[config.mk]
export PLATFORM = sky130hd
export DESIGN_NAME = handle_pool_age_replacement_unit
export DESIGN_NICKNAME = d
export VERILOG_FILES = /design/src/rtl/core/hpar_pkg.sv /design/src/rtl/core/handle_pool_age_replacement_unit.sv /design/src/rtl/core/hpar_pool.sv /design/src/rtl/core/hpar_cmp.sv /design/src/rtl/core/hpar_seq.sv
export SDC_FILE = /design/constraint.sdc
export NUM_CORES = 1
export LEC_CHECK = 0
export BUFFER_PORTS_ARGS = -buffer_cell sky130_fd_sc_hd__buf_2
export CAP_MARGIN = 20
export CORE_ASPECT_RATIO = 0.5
export CORE_MARGIN = 5
export CORE_UTILIZATION = 45
export CTS_BUF_LIST = sky130_fd_sc_hd__clkbuf_4 sky130_fd_sc_hd__clkbuf_8
export DETAILED_ROUTE_END_ITERATION = 12
export GPL_ROUTABILITY_DRIVEN = 0
export SLEW_MARGIN = 20
export SYNTH_ARGS = -nofsm -noshare
export SYNTH_HDL_FRONTEND = slang
export SYNTH_HIERARCHICAL = 1
export SYNTH_SLANG_ARGS = --single-unit
[constraint.sdc]
create_clock -name clk -period 8.3 [get_ports clk]
set_input_delay 1.66 -clock clk [delete_from_list [all_inputs] [get_ports clk]]
set_output_delay 1.66 -clock clk [all_outputs]
set_load 0.05 [all_outputs]
[src/rtl/core/hpar_pkg.sv]
// Shared types and constants for the handle pool with age replacement.
// Used by every module under rtl/core; depends on nothing else.
package hpar_pkg;

	localparam int POOL_ENTRIES = 8;
	localparam int KEY_W        = 32;
	localparam int HANDLE_W     = 16;
	localparam int AGE_W        = 32;
	localparam int IDX_W        = $clog2(POOL_ENTRIES);
	localparam int CMD_W        = 2;

	// stream widths: input tdata = {handle_id, owner_key}, output tdata = handle_out
	localparam int IN_TDATA_W  = ((KEY_W + HANDLE_W + 7) / 8) * 8;
	localparam int OUT_TDATA_W = ((HANDLE_W + 7) / 8) * 8;
	localparam int OUT_TUSER_W = 2;

	localparam logic [IDX_W-1:0] LAST_IDX = IDX_W'(POOL_ENTRIES - 1);

	typedef enum logic [CMD_W-1:0] {
		CMD_GET      = 2'd0,
		CMD_RELEASE  = 2'd1,
		CMD_FREE_KEY = 2'd2,
		CMD_FREE_ALL = 2'd3
	} cmd_t;

	typedef struct packed {
		logic                full;
		logic [KEY_W-1:0]    key;
		logic [HANDLE_W-1:0] handle;
		logic [AGE_W-1:0]    age;
	} entry_t;

	typedef struct packed {
		logic                clr;
		logic                fill;
		logic [IDX_W-1:0]    idx;
		logic [KEY_W-1:0]    key;
		logic [HANDLE_W-1:0] handle;
		logic [AGE_W-1:0]    age;
	} pool_wr_t;

	typedef struct packed {
		logic [KEY_W-1:0] key_a;
		logic [KEY_W-1:0] key_b;
		logic [AGE_W-1:0] age_a;
		logic [AGE_W-1:0] age_b;
	} cmp_req_t;

	typedef struct packed {
		logic key_eq;
		logic age_lt;
	} cmp_rsp_t;

endpackage

[src/rtl/core/handle_pool_age_replacement_unit.sv]
// Handle pool with age replacement, top level. One command per transfer; the
// sequencer scans the pool one entry a cycle, while the output register can
// take a result, through a shared compare unit. Input ready only while idle,
// so a new command waits until the previous one is done. Asynchronous
// active-low reset empties the pool and zeroes the age counter; no clearing
// pass is needed.
module handle_pool_age_replacement_unit (
	input  logic                                 clk,
	input  logic                                 arst_n,
	input  logic                                 s_axis_tvalid,
	output logic                                 s_axis_tready,
	input  logic [hpar_pkg::IN_TDATA_W-1:0]      s_axis_tdata,  // owner_key, handle_id
	input  logic [hpar_pkg::CMD_W-1:0]           s_axis_tuser,  // cmd
	output logic                                 m_axis_tvalid,
	input  logic                                 m_axis_tready,
	output logic [hpar_pkg::OUT_TDATA_W-1:0]     m_axis_tdata,  // handle_out
	output logic [hpar_pkg::OUT_TUSER_W-1:0]     m_axis_tuser,  // hit, handle_valid
	output logic                                 m_axis_tlast
);
	import hpar_pkg::*;

	logic [IDX_W-1:0] rd_idx;
	entry_t           rd_entry;
	pool_wr_t         wr;
	cmp_req_t         cmp_req;
	cmp_rsp_t         cmp_rsp;

	hpar_pool u_pool (
		.clk      (clk),
		.arst_n   (arst_n),
		.rd_idx   (rd_idx),
		.rd_entry (rd_entry),
		.wr       (wr)
	);

	hpar_cmp u_cmp (
		.req (cmp_req),
		.rsp (cmp_rsp)
	);

	hpar_seq u_seq (
		.clk           (clk),
		.arst_n        (arst_n),
		.s_axis_tvalid (s_axis_tvalid),
		.s_axis_tready (s_axis_tready),
		.s_axis_tdata  (s_axis_tdata),
		.s_axis_tuser  (s_axis_tuser),
		.m_axis_tvalid (m_axis_tvalid),
		.m_axis_tready (m_axis_tready),
		.m_axis_tdata  (m_axis_tdata),
		.m_axis_tuser  (m_axis_tuser),
		.m_axis_tlast  (m_axis_tlast),
		.rd_idx        (rd_idx),
		.rd_entry      (rd_entry),
		.wr            (wr),
		.cmp_req       (cmp_req),
		.cmp_rsp       (cmp_rsp)
	);

endmodule

[src/rtl/core/hpar_pool.sv]
// Entry storage of the handle pool: full bits, keys, handles and ages.
// One read index, one write port. Depends on hpar_pkg.
module hpar_pool (
	input  logic                         clk,
	input  logic                         arst_n,
	input  logic [hpar_pkg::IDX_W-1:0]   rd_idx,
	output hpar_pkg::entry_t             rd_entry,
	input  hpar_pkg::pool_wr_t           wr
);
	import hpar_pkg::*;

	logic [POOL_ENTRIES-1:0] full_q;
	logic [KEY_W-1:0]        key_q    [POOL_ENTRIES];
	logic [HANDLE_W-1:0]     handle_q [POOL_ENTRIES];
	logic [AGE_W-1:0]        age_q    [POOL_ENTRIES];

	always_ff @(posedge clk or negedge arst_n) begin
		if (!arst_n) begin
			full_q <= '0;
		end else if (wr.fill) begin
			full_q[wr.idx] <= 1'b1;
		end else if (wr.clr) begin
			full_q[wr.idx] <= 1'b0;
		end
	end

	// payload is only looked at behind a set full bit
	always_ff @(posedge clk) begin
		if (wr.fill) begin
			key_q[wr.idx]    <= wr.key;
			handle_q[wr.idx] <= wr.handle;
			age_q[wr.idx]    <= wr.age;
		end
	end

	always_comb begin
		rd_entry.full   = full_q[rd_idx];
		rd_entry.key    = key_q[rd_idx];
		rd_entry.handle = handle_q[rd_idx];
		rd_entry.age    = age_q[rd_idx];
	end

endmodule

[src/rtl/core/hpar_cmp.sv]
// Shared compare unit: key equality and unsigned age less-than.
// Reused on every scan step by the sequencer. Depends on hpar_pkg.
module hpar_cmp (
	input  hpar_pkg::cmp_req_t req,
	output hpar_pkg::cmp_rsp_t rsp
);
	import hpar_pkg::*;

	always_comb begin
		rsp.key_eq = (req.key_a == req.key_b);
		rsp.age_lt = (req.age_a < req.age_b);
	end

endmodule

[src/rtl/core/hpar_seq.sv]
// Command sequencer: walks the pool one entry a cycle unless back-pressure
// holds it; drives pool write port and output register. Needs hpar_pkg.
module hpar_seq (
	input  logic                                 clk,
	input  logic                                 arst_n,
	input  logic                                 s_axis_tvalid,
	output logic                                 s_axis_tready,
	input  logic [hpar_pkg::IN_TDATA_W-1:0]      s_axis_tdata,
	input  logic [hpar_pkg::CMD_W-1:0]           s_axis_tuser,
	output logic                                 m_axis_tvalid,
	input  logic                                 m_axis_tready,
	output logic [hpar_pkg::OUT_TDATA_W-1:0]     m_axis_tdata,
	output logic [hpar_pkg::OUT_TUSER_W-1:0]     m_axis_tuser,
	output logic                                 m_axis_tlast,
	output logic [hpar_pkg::IDX_W-1:0]           rd_idx,
	input  hpar_pkg::entry_t                     rd_entry,
	output hpar_pkg::pool_wr_t                   wr,
	output hpar_pkg::cmp_req_t                   cmp_req,
	input  hpar_pkg::cmp_rsp_t                   cmp_rsp
);
	import hpar_pkg::*;

	typedef enum logic [1:0] {
		ST_IDLE,
		ST_SCAN,
		ST_EVICT,
		ST_FLUSH
	} state_t;

	state_t              state_q;
	cmd_t                cmd_q;
	logic [KEY_W-1:0]    key_q;
	logic [HANDLE_W-1:0] handle_q;
	logic [IDX_W-1:0]    idx_q;
	logic [IDX_W-1:0]    best_idx_q;
	logic [AGE_W-1:0]    best_age_q;
	logic [HANDLE_W-1:0] best_handle_q;
	logic                pend_q;
	logic [HANDLE_W-1:0] pend_handle_q;
	logic [AGE_W-1:0]    age_ctr_q;
	logic                out_valid_q;
	logic [OUT_TDATA_W-1:0] out_data_q;
	logic [OUT_TUSER_W-1:0] out_user_q;
	logic                out_last_q;

	logic                match_get;
	logic                match_free;
	logic                at_end;
	logic                out_free;
	logic                want_emit;
	logic                advance;
	logic                emit;
	logic                e_hit;
	logic                e_valid;
	logic [HANDLE_W-1:0] e_handle;
	logic                e_last;

	assign s_axis_tready = (state_q == ST_IDLE);
	assign m_axis_tvalid = out_valid_q;
	assign m_axis_tdata  = out_data_q;
	assign m_axis_tuser  = out_user_q;
	assign m_axis_tlast  = out_last_q;
	assign rd_idx        = idx_q;

	always_comb begin
		cmp_req.key_a = rd_entry.key;
		cmp_req.key_b = key_q;
		cmp_req.age_a = rd_entry.age;
		cmp_req.age_b = best_age_q;
	end

	assign match_get  = rd_entry.full && cmp_rsp.key_eq;
	assign match_free = rd_entry.full && ((cmd_q == CMD_FREE_ALL) || cmp_rsp.key_eq);
	assign at_end     = (idx_q == LAST_IDX);
	assign out_free   = !out_valid_q || m_axis_tready;

	always_comb begin
		want_emit = 1'b0;
		e_hit     = 1'b0;
		e_valid   = 1'b0;
		e_handle  = '0;
		e_last    = 1'b0;
		wr.clr    = 1'b0;
		wr.fill   = 1'b0;
		wr.idx    = idx_q;
		wr.key    = key_q;
		wr.handle = handle_q;
		wr.age    = age_ctr_q + AGE_W'(1);
		unique case (state_q)
			ST_SCAN: begin
				unique case (cmd_q)
					CMD_GET: begin
						if (match_get) begin
							want_emit = 1'b1;
							e_hit     = 1'b1;
							e_valid   = 1'b1;
							e_handle  = rd_entry.handle;
							e_last    = 1'b1;
							wr.clr    = 1'b1;
						end else if (at_end) begin
							want_emit = 1'b1;
							e_last    = 1'b1;
						end
					end
					CMD_RELEASE: begin
						if (!rd_entry.full) begin
							want_emit = 1'b1;
							e_last    = 1'b1;
							wr.fill   = 1'b1;
						end
					end
					CMD_FREE_KEY, CMD_FREE_ALL: begin
						// hold one freed handle back so the final one can carry last
						if (match_free) begin
							wr.clr = 1'b1;
							if (pend_q) begin
								want_emit = 1'b1;
								e_valid   = 1'b1;
								e_handle  = pend_handle_q;
							end
						end
					end
				endcase
			end
			ST_EVICT: begin
				want_emit = 1'b1;
				e_valid   = 1'b1;
				e_handle  = best_handle_q;
				e_last    = 1'b1;
				wr.fill   = 1'b1;
				wr.idx    = best_idx_q;
			end
			ST_FLUSH: begin
				want_emit = 1'b1;
				e_valid   = pend_q;
				e_handle  = pend_q ? pend_handle_q : '0;
				e_last    = 1'b1;
			end
			default: ;
		endcase
		advance = !want_emit || out_free;
		emit    = want_emit && advance;
		if (!advance) begin
			wr.clr  = 1'b0;
			wr.fill = 1'b0;
		end
	end

	always_ff @(posedge clk or negedge arst_n) begin
		if (!arst_n) begin
			state_q       <= ST_IDLE;
			cmd_q         <= CMD_GET;
			key_q         <= '0;
			handle_q      <= '0;
			idx_q         <= '0;
			best_idx_q    <= '0;
			best_age_q    <= '0;
			best_handle_q <= '0;
			pend_q        <= 1'b0;
			pend_handle_q <= '0;
			age_ctr_q     <= '0;
			out_valid_q   <= 1'b0;
			out_data_q    <= '0;
			out_user_q    <= '0;
			out_last_q    <= 1'b0;
		end else begin
			if (emit) begin
				out_valid_q <= 1'b1;
				out_data_q  <= OUT_TDATA_W'(e_handle);
				out_user_q  <= {e_valid, e_hit};
				out_last_q  <= e_last;
			end else if (m_axis_tready) begin
				out_valid_q <= 1'b0;
			end

			unique case (state_q)
				ST_IDLE: begin
					if (s_axis_tvalid) begin
						cmd_q    <= cmd_t'(s_axis_tuser);
						key_q    <= s_axis_tdata[KEY_W-1:0];
						handle_q <= s_axis_tdata[KEY_W +: HANDLE_W];
						idx_q    <= '0;
						pend_q   <= 1'b0;
						state_q  <= ST_SCAN;
					end
				end
				ST_SCAN: begin
					if (advance) begin
						unique case (cmd_q)
							CMD_GET: begin
								if (match_get || at_end) begin
									state_q <= ST_IDLE;
								end else begin
									idx_q <= idx_q + IDX_W'(1);
								end
							end
							CMD_RELEASE: begin
								if (!rd_entry.full) begin
									age_ctr_q <= age_ctr_q + AGE_W'(1);
									state_q   <= ST_IDLE;
								end else begin
									// strict less-than keeps the lowest index on a tie
									if ((idx_q == '0) || cmp_rsp.age_lt) begin
										best_idx_q    <= idx_q;
										best_age_q    <= rd_entry.age;
										best_handle_q <= rd_entry.handle;
									end
									if (at_end) begin
										state_q <= ST_EVICT;
									end else begin
										idx_q <= idx_q + IDX_W'(1);
									end
								end
							end
							CMD_FREE_KEY, CMD_FREE_ALL: begin
								if (match_free) begin
									pend_q        <= 1'b1;
									pend_handle_q <= rd_entry.handle;
								end
								if (at_end) begin
									state_q <= ST_FLUSH;
								end else begin
									idx_q <= idx_q + IDX_W'(1);
								end
							end
						endcase
					end
				end
				ST_EVICT: begin
					if (advance) begin
						age_ctr_q <= age_ctr_q + AGE_W'(1);
						state_q   <= ST_IDLE;
					end
				end
				ST_FLUSH: begin
					if (advance) begin
						pend_q  <= 1'b0;
						state_q <= ST_IDLE;
					end
				end
				default: state_q <= ST_IDLE;
			endcase
		end
	end

endmodule

Word level (Yosys, flattened, before mapping)
Memory sizes are Yosys's and may differ from the RTL's.
Index checks and enable logic that the tools add are counted.
- input port bits: 54
- memory bits (writable): 640
- word-level logic and storage cells: 141
- output and inout bits: 21
- memories: 3
- flip-flop bits (word level): 183
- memory list (memory ; words ; bits a word ; read ports ; clocked after memory_dff ; write ports ; RTL line ; text):
    u_pool.age_q ; 8 ; 32 ; 1 ; 0 ; 1 ; hpar_pool.sv:15 ; logic [AGE_W-1:0] age_q [POOL_ENTRIES];
    u_pool.key_q ; 8 ; 32 ; 1 ; 0 ; 1 ; hpar_pool.sv:13 ; logic [KEY_W-1:0] key_q [POOL_ENTRIES];
    u_pool.handle_q ; 8 ; 16 ; 1 ; 0 ; 1 ; hpar_pool.sv:14 ; logic [HANDLE_W-1:0] handle_q [POOL_ENTRIES];
- magnitude comparators: 4
- bitwise operators: 3
- equality and inequality tests: 22
- mux-type cells: 63
- add/subtract/negate cells: 2
- reduce and logical (&&, ||, !) cells: 28
- operator list (kind ; count):
    2-to-1 mux 32 bit ; 4
    case mux 32 bit (2 select lines) ; 1
    2-to-1 mux 16 bit ; 3
    case mux 16 bit (3 select lines) ; 1
    adder 32 x 1 -> 32 bit (second input constant) ; 1
    equality test 32 bit ; 1
    < comparator 32 bit ; 1
    case mux 16 bit (2 select lines) ; 1
    2-to-1 mux 1 bit ; 22
    2-to-1 mux 3 bit ; 6
    2-to-1 mux 2 bit ; 8
    2-to-1 mux 8 bit ; 2
    AND reduction 5 bit ; 3
    case mux 1 bit (2 select lines) ; 6
    case mux 2 bit (3 select lines) ; 2
    AND reduction 6 bit ; 2
    inequality test 2 x 1 -> 1 bit (second input constant) ; 5
    inequality test 3 x 2 -> 1 bit (second input constant) ; 3
    case mux 1 bit (3 select lines) ; 3
    case mux 3 bit (3 select lines) ; 1
    AND 8 bit ; 1
    equality test 2 bit (second input constant) ; 4
    < comparator 3 x 4 -> 1 bit (second input constant) ; 2
    inequality test 2 bit (second input constant) ; 4
    other kinds (21) ; 35

Depth between registers and ports, before layout
Gate-level depths: netlist of the first run.
An unclocked memory read counts as a cell.
- depth in word-level cells: 12
- depth in mapped cells: 18
- mapped depth without buffers: 12

Cells and area by module
Netlist of the first run, hierarchy kept.
- by module, submodules not included (module ; sequential area each (sq um) ; cells an instance ; times used ; area each (sq um)):
    hpar_pool ; 19418.6 ; 973 ; 1 ; 24855.1
    hpar_seq ; 4379.2 ; 721 ; 1 ; 8822.2
    hpar_cmp ; 0.0 ; 152 ; 1 ; 1146.1

Least setup slack after synthesis of the first run
No wires, ideal clock.
- path kind: reg2reg
- start: reg u_seq.idx_q[0] (netlist: u_seq/rd_idx[0])
- end: mem u_pool.age_q[0][0] (enable)
- buffers on the path: 5
- clock period less this slack: 9110 ps
- data required time: 7684 ps
- path slack: -810 ps
- cell stages (with the launch flop): 18
- data arrival time: 8493 ps
- library setup time: 616 ps
- cell sequence: dfrtp_1 -> buf_6 -> buf_2 -> mux4_2 -> mux2_4 -> buf_4 -> xor2_1 -> nor4_1 -> nand4_1 -> nor2_1 -> or2_4 -> nand4_2 -> a311oi_4 -> buf_2 -> nor2_1 -> nand2b_1 -> clkbuf_1 -> nor3_1
- RTL lines (element ; RTL line ; text):
    from (decl) ; hpar_seq.sv:34 ; logic [IDX_W-1:0] idx_q;
    from (signal assigned) ; hpar_seq.sv:194 ; idx_q <= idx_q + IDX_W'(1);
    from (signal assigned) ; hpar_seq.sv:211 ; idx_q <= idx_q + IDX_W'(1);
    from (signal assigned) ; hpar_seq.sv:223 ; idx_q <= idx_q + IDX_W'(1);
    to (decl) ; hpar_pool.sv:15 ;

==> results.py, run 1 <==
metrics = {
    "die": {
        "die_w_um": 403,
        "core_um2": 77000,
        "die_y_um": 207,
        "io_pins": 75,
        "die_area_um2": 83400,
        "rows": 72,
        "initial_core_util_pct": 45.2,
    },
    "timing": {
        "clock_skew_ns": 0.0313,
        "setup_viol": 0,
        "final_hold_viol_count": 0,
        "fin_hold_ws_ns": 0.490,
        "worst_pin_slew_ns": 1.08,
        "finalSetupTns_ns": 0,
        "period_share_pct": 82.2,
        "slew_viol_final": 0,
        "fmax_mhz": 147,
        "relSlewSlack_pct": 27.4,
        "finalCriticalPeriod_ns": 6.82,
        "rsz0062_at_grt": "no",
    },
    "synthesis": {
        "ys.flop_type": "edfxtp_1",
        "syn_avg_cell_area_um2": 18.9,
        "synth_seq_cells": 823,
        "synth_top_area_share_pct": 55.2,
        "synth_edf_count": 640,
        "synth_seq_area_share_pct": 68.3,
        "yosysWarnings": 6,
        "synth_fp_nets": 1939,
        "synth_cells": 1846,
        "ys_types": 67,
        "yosys-top-cells-area": "edfxtp_1 55%, dfrtp_1 13%, mux4_2 10%, mux2_4 5.6%, buf_4 2.1%",
        "synth-async-reset-ratio_pct": 22.2,
        "syn-cell-area_um2": 34800,
        "synth_top_area_cell": "edfxtp_1",
    },
    "clocking": {
        "clk_path_buf_depth": 3,
        "cts-resized-gates": 0,
        "cts_setup_buffers": 0,
        "htreeDepth": 3,
        "numCtsBuffers": 113,
        "clk_pin_slew_ns": 0.06,
        "cts-root-buf": "clkbuf_8",
        "clk_latency_ns": 0.78,
        "cts_tree": "yes",
        "cts_hold_buf": 0,
        "clock_sinks": 823,
    },
    "worst_setup_path": {
        "critical_path_depth": 14,
        "r2r_start": "u_seq/rd_idx[2]",
        "r2r_cells": 14,
        "cp_data_arrival_time_ns": 7.18,
        "crit_start": "u_seq/rd_idx[2]",
        "setup.worst_path.end": "u_pool/age_q[3][6]",
        "crit_chain": "buf_4 -> mux4_2 -> mux2_4 -> xor2_1 -> nor4_1 -> nand4_1 -> nor2_1 -> or2_4 -> nand4_2 -> a311oi_4 -> nor2_1 -> nand2_1 -> nor2_4 -> buf_4",
        "crit_buf_inv": 2,
        "reg2reg_setup_slack_ns": 1.48,
        "worstSetupPathType": "register to register",
        "cp-start-kind": "register",
        "required_ns": 8.66,
        "crit_family": "simple AND/OR/NAND/NOR gates",
        "worstPathMaxFanout": 56,
        "crit_slowest_cell": "dfrtp_4",
        "max_stage_delay_ns": 0.96,
        "r2r_end": "u_pool/age_q[3][6]",
        "cp-end-kind": "register",
    },
    "pwr": {
        "leakagePower_nw": 13.3,
        "switching_power_mw": 3.89,
        "p_seq_share_pct": 46.9,
        "p_sw_share_pct": 30.7,
        "clkPwrFrac_pct": 25.6,
        "report.power.total_mw": 12.7,
        "power_frac_comb_pct": 27.5,
        "ir_drop_v": 0.000162,
        "p_int_mw": 8.79,
        "p_per_area_nw_per_um2": 333,
    },
    "global_route": {
        "grt_first_pass_wirelength_mm": 107,
        "grt_max_degree": 80,
        "antenna_found_initial": 2,
        "grt_usage_pct": 16.9,
        "grt_overflow": 0,
        "grt_pass1_vias": 17400,
    },
    "placed_design": {
        "hpwlAfterDp_mm": 39.3,
        "numPortBuffers": 74,
        "placed_cell_area_um2": 35600,
        "dp_cells": 2810,
    },
    "hold_path": {
        "hp-class": "register to register",
    },
    "route": {
        "viasPerCell": 5.38,
        "totalWireLength_mm": 69.0,
        "dr.pass1.iters": 6,
        "drc_errors": 0,
        "initialDrtViolationCount": 971,
        "num_vias": 16300,
        "wl_per_cell_um": 22.8,
        "ant_nets": 0,
    },
    "cells_and_area": {
        "final-seq-area_um2": 23800,
        "multiInputGateArea_um2": 9680,
        "nFillCells": 6332,
        "area_delta_synth_final_pct": 9.23,
        "final_cells": 3029,
        "num-nets-final": 1982,
        "design_area_um2": 38000,
        "drive_above_1_share_pct": 34.6,
    },
    "run": {
        "cap_violations": 0,
    },
    "outcome": {
        "status": "complete, no violations",
    },
}
-- cells by family after synthesis --
group	synth area share, %
xor+xnor	2.34
fa+ha+maj	1.40
compound gates	2.04
simple gates	3.25
buf+inv	4.15
flops	68.3
mux	18.5
-- sequential cells by signal (all words and copies together) (netlist names), 3 cells and up, named ones only --
register,cells
u_seq/best_age_q,32
u_pool/age_q,256
u_seq/age_ctr_q,32
u_seq/rd_idx,3
u_seq/pend_handle_q,16
u_seq/m_axis_tdata,16
u_pool/handle_q,128
u_seq/handle_q,16
u_pool/key_q,256
u_seq/best_idx_q,3
u_seq/best_handle_q,16
u_seq/key_q,32
-- Yosys cell counts (3+ instances only) --
cell       number
a21o_1          5
edfxtp_1      640
buf_2          27
o2bb2ai_1       5
mux2_2         64
xnor2_1        34
nand4b_1        3
buf_6           7
a222oi_1       16
buf_1          15
nand4_2         3
mux2_4        130
nand2_1        35
buf_12          9
a21oi_1        34
clkbuf_1       27
nor2_1         41
o21ai_0        10
inv_1          45
and2_1          4
nor4_1         14
mux2_1          7
nor4bb_1        4
nand2b_1        8
mux4_2        161
nand4_1        14
xor2_1         59
mux2i_1         3
and3_1          6
and4_1          8
ha_1           39
buf_4          96
nor2b_1         5
nor3_1         17
nand3_1        30
dfrtp_1       183
-- stage by stage --
stage / utilization, % / worst slack, ns
after floorplan: - / 1.34
after global placement: 46.3 / 1.52
after detailed placement: 46.3 / 1.53
after CTS: 49.4 / 1.51
after global routing: 49.4 / 1.20
final: 49.4 / 1.48
-- how the worst min path moves through the flow --
| stage | depth (start not counted) | to | slack, ns | from |
|---|---|---|---|---|
| floorplan | 1 | register | 0.45 | register |
| global placement | 1 | u_seq/pend_handle_q[11] | 0.47 | u_seq/pend_handle_q[11] |
| detailed placement | 1 | register | 0.48 | register |
| CTS | 1 | u_seq/pend_handle_q[11] | 0.49 | u_seq/pend_handle_q[11] |
| global route | 1 | u_seq/pend_handle_q[11] | 0.50 | u_seq/pend_handle_q[11] |
| finish | 1 | u_seq/age_ctr_q[31] | 0.49 | u_seq/age_ctr_q[31] |
-- power groups by stage --
stage | registers [mW] | clock network, mW | logic, mW
2_1_floorplan | 5.79 | 0 | 3.27
3_3_place_gp | 6.02 | 0 | 3.50
3_5_place_dp | 6.04 | 0 | 3.53
4_1_cts | 5.97 | 3.36 | 3.54
5_1_grt | 6.04 | 3.55 | 3.80
6_report | 5.94 | 3.25 | 3.49
-- layout make-up --
cell class                      instances  area share (%)
Inverter                               45           0.444
Clock inverter                         38           0.684
Tap cell                             1036            3.41
Timing Repair Buffer                  110            1.79
Antenna cell                            4          0.0263
Multi-Input combinational cell        796            25.4
Clock buffer                          177            5.61
Sequential cell                       823            62.6
-- worst register-to-register path: stages (launching register included) --
cell and delay, ns:
dfrtp_4 0.96, buf_4 0.68, mux4_2 0.40, mux2_4 0.28, xor2_1 0.15, nor4_1 0.59
nand4_1 0.23, nor2_1 0.50, or2_4 0.25, nand4_2 0.17, a311oi_4 0.68, nor2_1 0.17
nand2_1 0.44, nor2_4 0.31, buf_4 0.55
-- cells in the final DEF (no fill, tap or decap), types with 4 or more instances in the layout --
master / netlist / final
ha_1: 39 / 39
and3_1: 6 / 6
and2_1: 4 / 4
and4_1: 8 / 8
nand2b_1: 8 / 8
a21oi_1: 34 / 34
a222oi_1: 16 / 16
clkbuf_4: 0 / 48
dfrtp_1: 183 / 180
mux2_2: 64 / 64
diode_2: 0 / 4
clkinv_2: 0 / 13
xnor2_1: 34 / 34
nor4_1: 14 / 14
nor2b_1: 5 / 5
nand3_1: 30 / 30
inv_1: 45 / 45
o2bb2ai_1: 5 / 5
edfxtp_1: 640 / 640
nor3_1: 17 / 15
nor2_4: 0 / 6
o21ai_0: 10 / 8
mux2_1: 7 / 7
clkbuf_8: 0 / 130
nand2_1: 35 / 34
xor2_1: 59 / 59
mux4_2: 161 / 161
nor2_1: 41 / 35
nand4_1: 14 / 14
clkinv_1: 0 / 18
buf_2: 27 / 73
mux2_4: 130 / 130
buf_4: 96 / 32
a21o_1: 5 / 5
-- per-layer routing --
layer / GRT usage [%] / wire [um] / up-vias
li1: - / - / 7239
met1: 24.7 / 32700 / 8652
met2: 26.4 / 32000 / 300
met3: 2.96 / 3150 / 94
met4: 4.82 / 1180 / 0
met5: 0 / 0 / -
Note: power is estimated with default switching activity, not from simulation.
==> inputs of run 2 (changes only) <==
==> constraint.sdc (replaced) <==
create_clock -name clk -period 6.6 [get_ports clk]
set_input_delay 1.32 -clock clk [delete_from_list [all_inputs] [get_ports clk]]
set_output_delay 1.32 -clock clk [all_outputs]
set_load 0.05 [all_outputs]
==> run 2 against run 1 <==
  * Global-route usage up 0.11 points
  * Sequential power is 25% higher
  * Critical path type unchanged
  * Sequential share of layout area shrank 0.26 points
  * Highest routed layer unchanged
  * Sequential cell count did not move
==> results.py, run 2 (synthesis results as in run 1) <==
metrics = {
    "worst_setup_path": {
        "cp-start-kind": "register",
        "cp-end-kind": "register",
        "r2r_start": "u_seq/rd_idx[0]",
        "worstSetupPathType": "register to register",
        "required_ns": 7.06,
        "worstPathMaxFanout": 33,
        "crit_start": "u_seq/rd_idx[0]",
        "cp_data_arrival_time_ns": 5.90,
    },
    "timing": {
        "setup_viol": 0,
        "worst_pin_slew_ns": 1.02,
        "final_hold_viol_count": 0,
        "period_share_pct": 82.4,
        "fmax_mhz": 184,
        "relSlewSlack_pct": 32.1,
        "rsz0062_at_grt": "no",
        "finalCriticalPeriod_ns": 5.44,
        "slew_viol_final": 0,
        "clock_skew_ns": 0.0391,
    },
    "hold_path": {
        "hp-class": "register to register",
        "hold_path_startpoint": "u_seq/pend_handle_q[14]",
    },
    "cells_and_area": {
        "layout_common_cells": "640 x edfxtp_1, 180 x dfrtp_1, 161 x mux4_2",
        "multiInputGateArea_um2": 9680,
        "num-nets-final": 1990,
        "final_common_cell": "edfxtp_1",
        "drive_above_1_share_pct": 35.0,
        "nFillCells": 6299,
        "final-seq-area_um2": 23800,
        "top_regs": "u_pool/age_q: 256 flops, u_pool/key_q: 256 flops, u_pool/handle_q: 128 flops",
        "fin_util_pct": 49.6,
        "area_delta_synth_final_pct": 9.68,
    },
    "pwr": {
        "clkPwrFrac_pct": 25.2,
        "p_int_mw": 11.1,
        "leakagePower_nw": 13.4,
        "p_sw_share_pct": 30.9,
        "ir_drop_v": 0.000233,
        "switching_power_mw": 4.95,
        "report.power.total_mw": 16.0,
        "p_per_area_nw_per_um2": 420,
        "power_frac_comb_pct": 28.4,
        "p_seq_share_pct": 46.4,
    },
    "clocking": {
        "clk_path_buf_depth": 3,
        "htreeDepth": 3,
        "cts_tree": "yes",
        "clk_pin_slew_ns": 0.06,
        "cts_hold_buf": 0,
        "cts-root-buf": "clkbuf_8",
        "cts_setup_buffers": 0,
        "clk_latency_ns": 0.77,
        "numCtsBuffers": 113,
        "clock_sinks": 823,
        "cts-resized-gates": 0,
    },
    "global_route": {
        "grt_first_pass_wirelength_mm": 107,
        "grt_overflow": 0,
        "grt_pass1_vias": 17200,
        "antenna_found_initial": 3,
        "grt_max_degree": 140,
        "grt_usage_pct": 17.0,
    },
    "die": {
        "die_y_um": 207,
        "rows": 72,
        "io_pins": 75,
        "die_w_um": 403,
        "die_area_um2": 83400,
        "core_um2": 77000,
        "initial_core_util_pct": 45.2,
    },
    "route": {
        "viasPerCell": 5.40,
        "num_vias": 16400,
        "drc_errors": 0,
        "dr.pass1.iters": 5,
        "ant_nets": 0,
        "wl_per_cell_um": 23.0,
        "totalWireLength_mm": 69.7,
        "initialDrtViolationCount": 1080,
    },
    "outcome": {
        "status": "complete, no violations",
    },
    "placed_design": {
        "hpwlAfterDp_mm": 38.7,
        "numPortBuffers": 74,
    },
    "run": {
        "cap_violations": 0,
    },
}
-- run 2: worst paths after layout --
kind	end	slack, ns	depth (start not counted)
setup / recovery	u_pool/age_q[3][21]	1.16	15
hold / removal	u_seq/pend_handle_q[14]	0.49	1
hold reg to reg	u_seq/pend_handle_q[14]	0.49	1
setup reg to reg	u_pool/age_q[3][21]	1.16	15
min in group asynchronous	u_seq/handle_q[11]	0.52	1
max in group asynchronous	u_seq/rd_idx[2]	4.81	2
-- run 2: final cells by class --
| type | instances | area share [%] |
|---|---|---|
| Sequential cell | 823 | 62.3 |
| Multi-Input combinational cell | 796 | 25.3 |
| Clock buffer | 169 | 5.37 |
| Tap cell | 1036 | 3.39 |
| Timing Repair Buffer | 118 | 2.32 |
| Clock inverter | 46 | 0.803 |
| Inverter | 45 | 0.442 |
| Antenna cell | 1 | 0.00655 |
-- run 2: power by group through the flow --
stage	sequential, mW	clock, mW	combinational (mW)
6_report	7.44	4.04	4.55
3_5_place_dp	7.56	0	4.61
5_1_grt	7.56	4.42	4.94
2_1_floorplan	7.28	0	4.11
3_3_place_gp	7.53	0	4.58
4_1_cts	7.46	4.18	4.62
-- run 2: metrics by stage --
step	instance area [um2]	worst slack [ns]	setup TNS, ns	instances	hold WS [ns]
3_3_place_gp	35800	1.14	0	2818	0.469
2_1_floorplan	34800	-0.355	-118.73	1846	0.451
6_report	38200	1.16	0	3034	0.489
5_1_grt	38200	0.751	0	3034	0.483
3_5_place_dp	35800	1.12	0	2818	0.473
4_1_cts	38200	1.06	0	3033	0.419
-- run 2: routing by layer --
metal	part of all wire (%)	GRT usage, %
met5	0	0
met4	1.8	4.48
met3	4.3	3.32
met2	47	27.0
met1	47	24.3
-- run 2: critical path: stages (launching register included) --
cell      delay (ns)
dfrtp_4         0.90
buf_4           0.52
mux4_2          0.57
mux2_4          0.28
xor2_1          0.16
nor4_1          0.41
nand4_1         0.18
nor2_1          0.34
or2_4           0.21
nand4_2         0.17
a311oi_4        0.27
nor2_1          0.10
nand2_1         0.40
nor2_4          0.07
buf_4           0.23
buf_4           0.28
